**src/rtl/bll_pkg.sv**
```systemverilog
`timescale 1ns / 1ps
`default_nettype none
// ----------------------------------------------------------------------------
// bll_pkg
// Shared sizes, codes and node store port types of the linked list engine.
// ----------------------------------------------------------------------------
package bll_pkg;

  localparam int DEPTH       = 16;
  localparam int IDX_W       = $clog2(DEPTH);
  localparam int PTR_W       = $clog2(DEPTH + 1);
  localparam int VAL_W       = 32;
  localparam int POS_W       = 8;
  localparam int LEN_W       = 5;
  localparam int ST_W        = 2;
  localparam int TYPE_W      = 3;
  localparam int MAX_RESULTS = 16;
  localparam int DUMP_MAX    = (DEPTH < MAX_RESULTS) ? DEPTH : MAX_RESULTS;
  localparam int K_W         = $clog2(DUMP_MAX);

  localparam logic [PTR_W-1:0] NIL = PTR_W'(DEPTH);

  localparam logic [TYPE_W-1:0] REQ_HEAD = 3'd0;
  localparam logic [TYPE_W-1:0] REQ_TAIL = 3'd1;
  localparam logic [TYPE_W-1:0] REQ_POS  = 3'd2;
  localparam logic [TYPE_W-1:0] REQ_DEL  = 3'd3;
  localparam logic [TYPE_W-1:0] REQ_DUMP = 3'd4;

  typedef enum logic [ST_W-1:0] {
    ST_OK       = 2'd0,
    ST_FULL     = 2'd1,
    ST_BADPOS   = 2'd2,
    ST_NOTFOUND = 2'd3
  } status_t;

  typedef struct packed {
    logic             rd_en;
    logic [IDX_W-1:0] rd_addr;
    logic             val_we;
    logic [IDX_W-1:0] val_addr;
    logic [VAL_W-1:0] val_data;
    logic             lnk_we;
    logic [IDX_W-1:0] lnk_addr;
    logic [PTR_W-1:0] lnk_data;
  } mem_req_t;

  typedef struct packed {
    logic [VAL_W-1:0] value;
    logic [PTR_W-1:0] link;
  } mem_rsp_t;

endpackage
`default_nettype wire

```
**src/rtl/bounded_linked_list_engine.sv**
```systemverilog
`timescale 1ns / 1ps
`default_nettype none
// ----------------------------------------------------------------------------
// bounded_linked_list_engine
// Ordered list of up to DEPTH signed values kept in a linked node store.
// ----------------------------------------------------------------------------
// One request is handled at a time. After reset a clearing pass builds the
// free chain in the link memory; req_stall stays high meanwhile. A walk
// advances one node per cycle through the single read port of the node
// store; a dump walk waits while its result is stalled. Insert at head needs
// no walk, insert at tail walks the list, insert at position walks to the
// position, delete walks to the match, and dump walks the elements it returns.
// The result register frees the input side while the last result still
// waits to be taken.
module bounded_linked_list_engine (
  input  wire logic                              clk,
  input  wire logic                              rst,
  input  wire logic                              req_valid,
  output logic                                   req_stall,
  input  wire logic [bll_pkg::TYPE_W-1:0]        req_type,
  input  wire logic signed [bll_pkg::VAL_W-1:0]  value,
  input  wire logic [bll_pkg::POS_W-1:0]         position,
  output logic                                   rsp_valid,
  input  wire logic                              rsp_stall,
  output logic [bll_pkg::ST_W-1:0]               status,
  output logic signed [bll_pkg::VAL_W-1:0]       element,
  output logic [bll_pkg::LEN_W-1:0]              length,
  output logic                                   last
);
  import bll_pkg::*;

  mem_req_t mreq;
  mem_rsp_t mrsp;

  bll_ctrl u_ctrl (
    .clk       (clk),
    .rst       (rst),
    .req_valid (req_valid),
    .req_stall (req_stall),
    .req_type  (req_type),
    .value     (value),
    .position  (position),
    .rsp_valid (rsp_valid),
    .rsp_stall (rsp_stall),
    .status    (status),
    .element   (element),
    .length    (length),
    .last      (last),
    .mreq      (mreq),
    .mrsp      (mrsp)
  );

  bll_mem u_mem (
    .clk  (clk),
    .mreq (mreq),
    .mrsp (mrsp)
  );

endmodule
`default_nettype wire

```
**src/rtl/bll_mem.sv**
```systemverilog
`timescale 1ns / 1ps
`default_nettype none
// ----------------------------------------------------------------------------
// bll_mem
// Node store: value and next link memories, one write port each and a shared
// registered read port whose data appears in the cycle after rd_en.
// ----------------------------------------------------------------------------
module bll_mem (
  input  wire logic              clk,
  input  wire bll_pkg::mem_req_t mreq,
  output bll_pkg::mem_rsp_t      mrsp
);
  import bll_pkg::*;

  logic [VAL_W-1:0] val_mem [DEPTH];
  logic [PTR_W-1:0] lnk_mem [DEPTH];

  always_ff @(posedge clk) begin
    if (mreq.val_we) begin
      val_mem[mreq.val_addr] <= mreq.val_data;
    end
    if (mreq.lnk_we) begin
      lnk_mem[mreq.lnk_addr] <= mreq.lnk_data;
    end
  end

  always_ff @(posedge clk) begin
    if (mreq.rd_en) begin
      mrsp.value <= val_mem[mreq.rd_addr];
      mrsp.link  <= lnk_mem[mreq.rd_addr];
    end
  end

endmodule
`default_nettype wire

```
**src/rtl/bll_ctrl.sv**
```systemverilog
`timescale 1ns / 1ps
`default_nettype none
// ----------------------------------------------------------------------------
// bll_ctrl
// Request sequencer: walks the node store one link per cycle when unstalled,
// keeps head, free chain and count, and drives the result register.
// ----------------------------------------------------------------------------
module bll_ctrl (
  input  wire logic                              clk,
  input  wire logic                              rst,
  input  wire logic                              req_valid,
  output logic                                   req_stall,
  input  wire logic [bll_pkg::TYPE_W-1:0]        req_type,
  input  wire logic signed [bll_pkg::VAL_W-1:0]  value,
  input  wire logic [bll_pkg::POS_W-1:0]         position,
  output logic                                   rsp_valid,
  input  wire logic                              rsp_stall,
  output logic [bll_pkg::ST_W-1:0]               status,
  output logic signed [bll_pkg::VAL_W-1:0]       element,
  output logic [bll_pkg::LEN_W-1:0]              length,
  output logic                                   last,
  output bll_pkg::mem_req_t                      mreq,
  input  wire bll_pkg::mem_rsp_t                 mrsp
);
  import bll_pkg::*;

  typedef enum logic [3:0] {
    S_CLEAR, S_IDLE, S_START, S_ALLOC, S_TWALK, S_PWALK, S_PLINK,
    S_DWALK, S_DFREE, S_DUMP, S_RESP
  } state_t;

  state_t                    state;
  logic [IDX_W-1:0]          clr_idx;
  logic [PTR_W-1:0]          head;
  logic [PTR_W-1:0]          free;
  logic [PTR_W-1:0]          count;
  logic [PTR_W-1:0]          cur;
  logic [PTR_W-1:0]          prev;
  logic [PTR_W-1:0]          node;
  logic [POS_W-1:0]          remain;
  logic [K_W-1:0]            k;
  logic [TYPE_W-1:0]         req_r;
  logic signed [VAL_W-1:0]   val_r;
  logic [POS_W-1:0]          pos_r;
  status_t                   st;

  logic full;
  logic bad_pos;
  logic at_head;
  logic out_free;
  logic dump_last;

  assign full      = (free == NIL) || (count >= PTR_W'(DEPTH));
  assign bad_pos   = (head != NIL) && ((pos_r == '0) || (pos_r > POS_W'(count)));
  assign at_head   = (req_r == REQ_HEAD) ||
                     ((req_r == REQ_POS) && ((head == NIL) || (pos_r == POS_W'(1))));
  assign out_free  = !rsp_valid || !rsp_stall;
  assign dump_last = (mrsp.link == NIL) || (k == K_W'(DUMP_MAX - 1));
  assign req_stall = (state != S_IDLE);

  // node store accesses
  always_comb begin
    mreq = '0;
    case (state)
      S_CLEAR: begin
        mreq.lnk_we   = 1'b1;
        mreq.lnk_addr = clr_idx;
        mreq.lnk_data = PTR_W'(clr_idx) + PTR_W'(1);
      end
      S_START: begin
        if (req_r inside {REQ_HEAD, REQ_TAIL, REQ_POS}) begin
          mreq.rd_en   = !full && !((req_r == REQ_POS) && bad_pos);
          mreq.rd_addr = free[IDX_W-1:0];
        end else if (req_r inside {REQ_DEL, REQ_DUMP}) begin
          mreq.rd_en   = (head != NIL);
          mreq.rd_addr = head[IDX_W-1:0];
        end
      end
      S_ALLOC: begin
        mreq.val_we   = 1'b1;
        mreq.val_addr = free[IDX_W-1:0];
        mreq.val_data = val_r;
        mreq.lnk_addr = free[IDX_W-1:0];
        if (at_head) begin
          mreq.lnk_we   = 1'b1;
          mreq.lnk_data = head;
        end else if (req_r == REQ_TAIL) begin
          mreq.lnk_we   = 1'b1;
          mreq.lnk_data = NIL;
          mreq.rd_en    = (head != NIL);
          mreq.rd_addr  = head[IDX_W-1:0];
        end else begin
          mreq.rd_en   = 1'b1;
          mreq.rd_addr = head[IDX_W-1:0];
        end
      end
      S_TWALK: begin
        if (mrsp.link == NIL) begin
          mreq.lnk_we   = 1'b1;
          mreq.lnk_addr = cur[IDX_W-1:0];
          mreq.lnk_data = node;
        end else begin
          mreq.rd_en   = 1'b1;
          mreq.rd_addr = mrsp.link[IDX_W-1:0];
        end
      end
      S_PWALK: begin
        if (remain == '0) begin
          mreq.lnk_we   = 1'b1;
          mreq.lnk_addr = node[IDX_W-1:0];
          mreq.lnk_data = mrsp.link;
        end else begin
          mreq.rd_en   = 1'b1;
          mreq.rd_addr = mrsp.link[IDX_W-1:0];
        end
      end
      S_PLINK: begin
        mreq.lnk_we   = 1'b1;
        mreq.lnk_addr = cur[IDX_W-1:0];
        mreq.lnk_data = node;
      end
      S_DWALK: begin
        if (mrsp.value == val_r) begin
          mreq.lnk_we   = (prev != NIL);
          mreq.lnk_addr = prev[IDX_W-1:0];
          mreq.lnk_data = mrsp.link;
        end else if (mrsp.link != NIL) begin
          mreq.rd_en   = 1'b1;
          mreq.rd_addr = mrsp.link[IDX_W-1:0];
        end
      end
      S_DFREE: begin
        mreq.lnk_we   = 1'b1;
        mreq.lnk_addr = cur[IDX_W-1:0];
        mreq.lnk_data = free;
      end
      S_DUMP: begin
        mreq.rd_en   = out_free && !dump_last;
        mreq.rd_addr = mrsp.link[IDX_W-1:0];
      end
      default: begin
        mreq = '0;
      end
    endcase
  end

  always_ff @(posedge clk) begin
    if (rst) begin
      state     <= S_CLEAR;
      clr_idx   <= '0;
      head      <= NIL;
      free      <= '0;
      count     <= '0;
      rsp_valid <= 1'b0;
    end else begin
      if (rsp_valid && !rsp_stall && (state != S_DUMP) && (state != S_RESP)) begin
        rsp_valid <= 1'b0;
      end
      case (state)
        S_CLEAR: begin
          clr_idx <= clr_idx + IDX_W'(1);
          if (clr_idx == IDX_W'(DEPTH - 1)) begin
            state <= S_IDLE;
          end
        end
        S_IDLE: begin
          if (req_valid) begin
            req_r <= req_type;
            val_r <= value;
            pos_r <= position;
            state <= S_START;
          end
        end
        S_START: begin
          st    <= ST_OK;
          state <= S_RESP;
          if (req_r inside {REQ_HEAD, REQ_TAIL, REQ_POS}) begin
            if (full) begin
              st <= ST_FULL;
            end else if ((req_r == REQ_POS) && bad_pos) begin
              st <= ST_BADPOS;
            end else begin
              state <= S_ALLOC;
            end
          end else if (req_r == REQ_DEL) begin
            if (head == NIL) begin
              st <= ST_NOTFOUND;
            end else begin
              cur   <= head;
              prev  <= NIL;
              state <= S_DWALK;
            end
          end else if (req_r == REQ_DUMP) begin
            if (head != NIL) begin
              k     <= '0;
              state <= S_DUMP;
            end
          end
        end
        S_ALLOC: begin
          node <= free;
          free <= mrsp.link;
          cur  <= head;
          if (at_head || ((req_r == REQ_TAIL) && (head == NIL))) begin
            head  <= free;
            count <= count + PTR_W'(1);
            state <= S_RESP;
          end else if (req_r == REQ_TAIL) begin
            state <= S_TWALK;
          end else begin
            remain <= pos_r - POS_W'(2);
            state  <= S_PWALK;
          end
        end
        S_TWALK: begin
          if (mrsp.link == NIL) begin
            count <= count + PTR_W'(1);
            state <= S_RESP;
          end else begin
            cur <= mrsp.link;
          end
        end
        S_PWALK: begin
          if (remain == '0) begin
            state <= S_PLINK;
          end else begin
            cur    <= mrsp.link;
            remain <= remain - POS_W'(1);
          end
        end
        S_PLINK: begin
          count <= count + PTR_W'(1);
          state <= S_RESP;
        end
        S_DWALK: begin
          if (mrsp.value == val_r) begin
            if (prev == NIL) begin
              head <= mrsp.link;
            end
            state <= S_DFREE;
          end else if (mrsp.link == NIL) begin
            st    <= ST_NOTFOUND;
            state <= S_RESP;
          end else begin
            prev <= cur;
            cur  <= mrsp.link;
          end
        end
        S_DFREE: begin
          free <= cur;
          if (count != '0) begin
            count <= count - PTR_W'(1);
          end
          st    <= ST_OK;
          state <= S_RESP;
        end
        S_DUMP: begin
          if (out_free) begin
            rsp_valid <= 1'b1;
            status    <= ST_OK;
            element   <= mrsp.value;
            length    <= LEN_W'(count);
            last      <= dump_last;
            k         <= k + K_W'(1);
            if (dump_last) begin
              state <= S_IDLE;
            end
          end
        end
        S_RESP: begin
          if (out_free) begin
            rsp_valid <= 1'b1;
            status    <= st;
            element   <= '0;
            length    <= LEN_W'(count);
            last      <= 1'b1;
            state     <= S_IDLE;
          end
        end
        default: begin
          state <= S_IDLE;
        end
      endcase
    end
  end

endmodule
`default_nettype wire

```
**config.mk**
```make
export PLATFORM = sky130hd
export DESIGN_NAME = bounded_linked_list_engine
export DESIGN_NICKNAME = d
export VERILOG_FILES = /design/src/rtl/bll_pkg.sv /design/src/rtl/bounded_linked_list_engine.sv /design/src/rtl/bll_mem.sv /design/src/rtl/bll_ctrl.sv
export SDC_FILE = /design/constraint.sdc
export NUM_CORES = 1
export LEC_CHECK = 0
export BUFFER_PORTS_ARGS = -buffer_cell sky130_fd_sc_hd__buf_2
export CAP_MARGIN = 20
export CORE_MARGIN = 2
export CORE_UTILIZATION = 30
export DETAILED_ROUTE_END_ITERATION = 16
export HOLD_SLACK_MARGIN = 0.08
export PLACE_DENSITY_LB_ADDON = 0.3
export SLEW_MARGIN = 10
export SYNTH_ARGS = -nofsm -noshare
export SYNTH_HDL_FRONTEND = slang
export SYNTH_HIERARCHICAL = 1
export SYNTH_SLANG_ARGS = --single-unit
```
**constraint.sdc**
```tcl
create_clock -name clk -period 11.3 [get_ports clk]
set_clock_uncertainty 0.15 [all_clocks]
set_input_delay 1.13 -clock clk [delete_from_list [all_inputs] [get_ports clk]]
set_output_delay 1.13 -clock clk [all_outputs]
set_load 0.01 [all_outputs]
```
==> flow_summary.json <==
{
  "netlist_area_mm2": 0.03041,
  "postSynth.asyncResetShare_pct": 0,
  "largest_net_degree_at_the_start_of_global_routing": 103,
  "clkSlewWorstSetupHoldPaths_ns": 0.06,
  "via_count": 16400,
  "finalCritPeriodShare_pct": 48.79,
  "max_cap_violations": 0,
  "place_congestion": 0.8618,
  "cts_htree_levels": 3,
  "grt_pass1_vias": 16520,
  "chipWidth_um": 322.4,
  "critical_setup_path_class": "flop to flop",
  "grt_overflow": 0,
  "nFillCells": 9377,
  "cts.repair_timing.setup_buffer_count": 0,
  "grt_first_pass_wirelength_um": 116000,
  "endpoint_arrival_time_on_the_critical_path_ns": 5.75,
  "core_region_mm2": 0.1003,
  "cts_inserted_buffers": 78,
  "gate_count_of_the_mapped_netlist": 1633,
  "layout_commonest_cell": "edfxtp_1",
  "setup_violations": 0,
  "synthesized_nets": 1693,
  "firstDrtPassIters": 7,
  "setup.worst_path.start_class": "flop",
  "drt-total-wl_um": 80080,
  "die_y_um": 322.4,
  "timing.critical_path.to_type": "flop",
  "synth.avg_cell_area_um2": 18.62,
  "post_cts_resize_count": 0,
  "boundaryPins": 89,
  "ctsHoldBuffers": 0,
  "synth_sequential_area_ratio_pct": 74.76,
  "post-route-min-period_ns": 5.514,
  "fin_util_pct": 35.14,
  "yosys_warnings": 6,
  "total_power_mw": 6.138,
  "routedWlPerCell_um": 25.22,
  "insertion_delay_ns": 0.64,
  "slew_headroom_pct": 28.89,
  "most-common-layout-cells": "edfxtp_1 (741), mux4_2 (148), buf_2 (88)",
  "place_hpwl_um": 44390,
  "placement.io_buffers": 88,
  "design.die.area_mm2": 0.1039,
  "grt_setup_unrepaired": "false",
  "irDropWorstVdd_uv": 109.8,
  "power.density_cell_area_mw_per_mm2": 174.2,
  "viasPerCell": 5.166,
  "hp-class": "flop to flop",
  "maxSlewViolCount": 0,
  "floorplan.rows": 116,
  "critical_path.max_fanout": 60,
  "grt_util_all_layers_pct": 15.33,
  "start_util_pct": 30.32,
  "cts-root-buf": "clkbuf_16",
  "number_of_antenna_violations_at_the_first_check_in_global_routing": 4,
  "ys_types": 67,
  "finish.net_count": 1819,
  "drtIter0Drc": 1743,
  "post-route-worst-setup-slack_ns": 5.786,
  "cts_tree": "done",
  "preCtsSetupSlack_ns": 5.870,
  "synth_seq_cells": 765,
  "drive_gt1_share_pct": 23.43,
  "fmaxAchievable_mhz": 181.4,
  "setup_total_negative_slack_ns": 0,
  "finalHoldViolations": 0,
  "antenna_cells": 0,
  "sinks_on_clock_net": 765,
  "cp_data_required_time_ns": 11.53,
  "postRouteAntennaNets": 0,
  "cellLeakagePower_nw": 9.597,
  "flow.area_growth_from_synthesis_pct": 15.90,
  "result_of_the_run": "complete, no violations",
  "predominant_post_synthesis_flop_cell": "edfxtp_1",
  "cts-root-to-sink-buffers": 3,
  "remaining_drc_errors": 0,
  "synth_enable_flop_cells": 741,
  "tightest_slew_ns": 1.058
}
[worst paths after layout]
| kind | slack, ns | from | cells past startpoint | to |
|---|---|---|---|---|
| worst min-delay path | 0.35 | u_ctrl/count[3]$_SDFFE_PP0P_ | 2 | u_ctrl/count[3]$_SDFFE_PP0P_ |
| worst max-delay path | 5.79 | u_ctrl/state[0]$_SDFFE_PP0P_ | 11 | u_mem/mrsp[23]$_DFFE_PP_ |
| worst max register to register | 5.79 | u_ctrl/state[0]$_SDFFE_PP0P_ | 11 | u_mem/mrsp[23]$_DFFE_PP_ |
| worst min register to register | 0.35 | u_ctrl/count[3]$_SDFFE_PP0P_ | 2 | u_ctrl/count[3]$_SDFFE_PP0P_ |
[final cells by class]
| type | instances | area [um^2] | area share (%) |
|---|---|---|---|
| Clock buffer | 105 | 2126 | 6.032 |
| Sequential cell | 765 | 22730 | 64.50 |
| Multi-Input combinational cell | 760 | 7391 | 20.97 |
| Timing Repair Buffer | 126 | 738.2 | 2.095 |
| Clock inverter | 34 | 454.2 | 1.289 |
| Inverter | 28 | 105.1 | 0.2982 |
| Tap cell | 1357 | 1698 | 4.818 |
[logic make-up (layout without fill, tap and decap cells)]
family	after synthesis	in the layout	synth area share [%]
flip-flops	765	765	74.76
AND/OR/NAND/NOR	342	342	5.802
XOR/XNOR	53	53	1.527
multiplexers	152	152	11.10
adder cells (fa/ha/maj)	13	13	0.5596
AO/OA/AOI/OAI	200	200	4.621
buffers and inverters	108	293	1.638
[sequential cells by signal, summed over array words and instances (netlist names), 8 cells and up]
name,flops
u_mem/lnk_mem,80
u_ctrl/remain,8
u_ctrl/element,32
u_ctrl/pos_r,8
u_mem/mrsp,37
u_mem/val_mem,512
u_ctrl/val_r,32
[layer usage]
metal	vias to the layer above	part of all wire, %	track usage (%)
met3	113	6.8	2.681
li1	6897	-	-
met2	666	46	24.11
met4	0	2.0	3.842
met5	-	0	0
met1	8726	45	22.05
[cell usage after synthesis (9+ instances only)]
cell	n	area, um^2
nand3_1	17	85.08
and3_1	41	256.5
o21ai_0	21	105.1
nand4_1	13	81.33
edfxtp_1	741	22250
inv_1	28	105.1
xor2_1	12	105.1
nand2_1	86	322.8
ha_1	12	150.1
and2_1	41	256.5
nor3_1	17	85.08
dfxtp_1	24	480.5
a21oi_1	38	190.2
mux4_2	148	3333
clkbuf_1	51	191.4
a22oi_1	82	615.6
nor2_1	70	262.8
xnor2_1	41	359.1
buf_1	9	33.78
[critical path, stage by stage, from the launching register on]
cell,delay (ns)
dfxtp_1,0.70
nor2b_4,0.25
buf_4,0.49
nand3_1,0.50
a21oi_1,0.61
nor2_1,0.25
o221ai_4,0.23
buf_4,0.45
buf_4,0.79
mux4_2,0.42
a22oi_1,0.20
nand2_1,0.07
[report_power, final]
part           total, mW  internal, mW  leakage (nW)  switching (mW)
clock network       2.61          1.53          1.25            1.07
registers           3.22          3.18          5.82          0.0413
logic              0.311        0.0958          2.53           0.215
[metrics by stage]
stage,cell area (um^2),std cells,hold slack [ns]
after global routing,35240,3175,0.3752
final,35240,3175,0.3540
after CTS,35240,3175,0.3617
after global placement,32660,3036,0.3384
after detailed placement,32660,3036,0.3540
after floorplan,30410,1633,0.3022
Note: power is estimated with default switching activity, not from simulation.
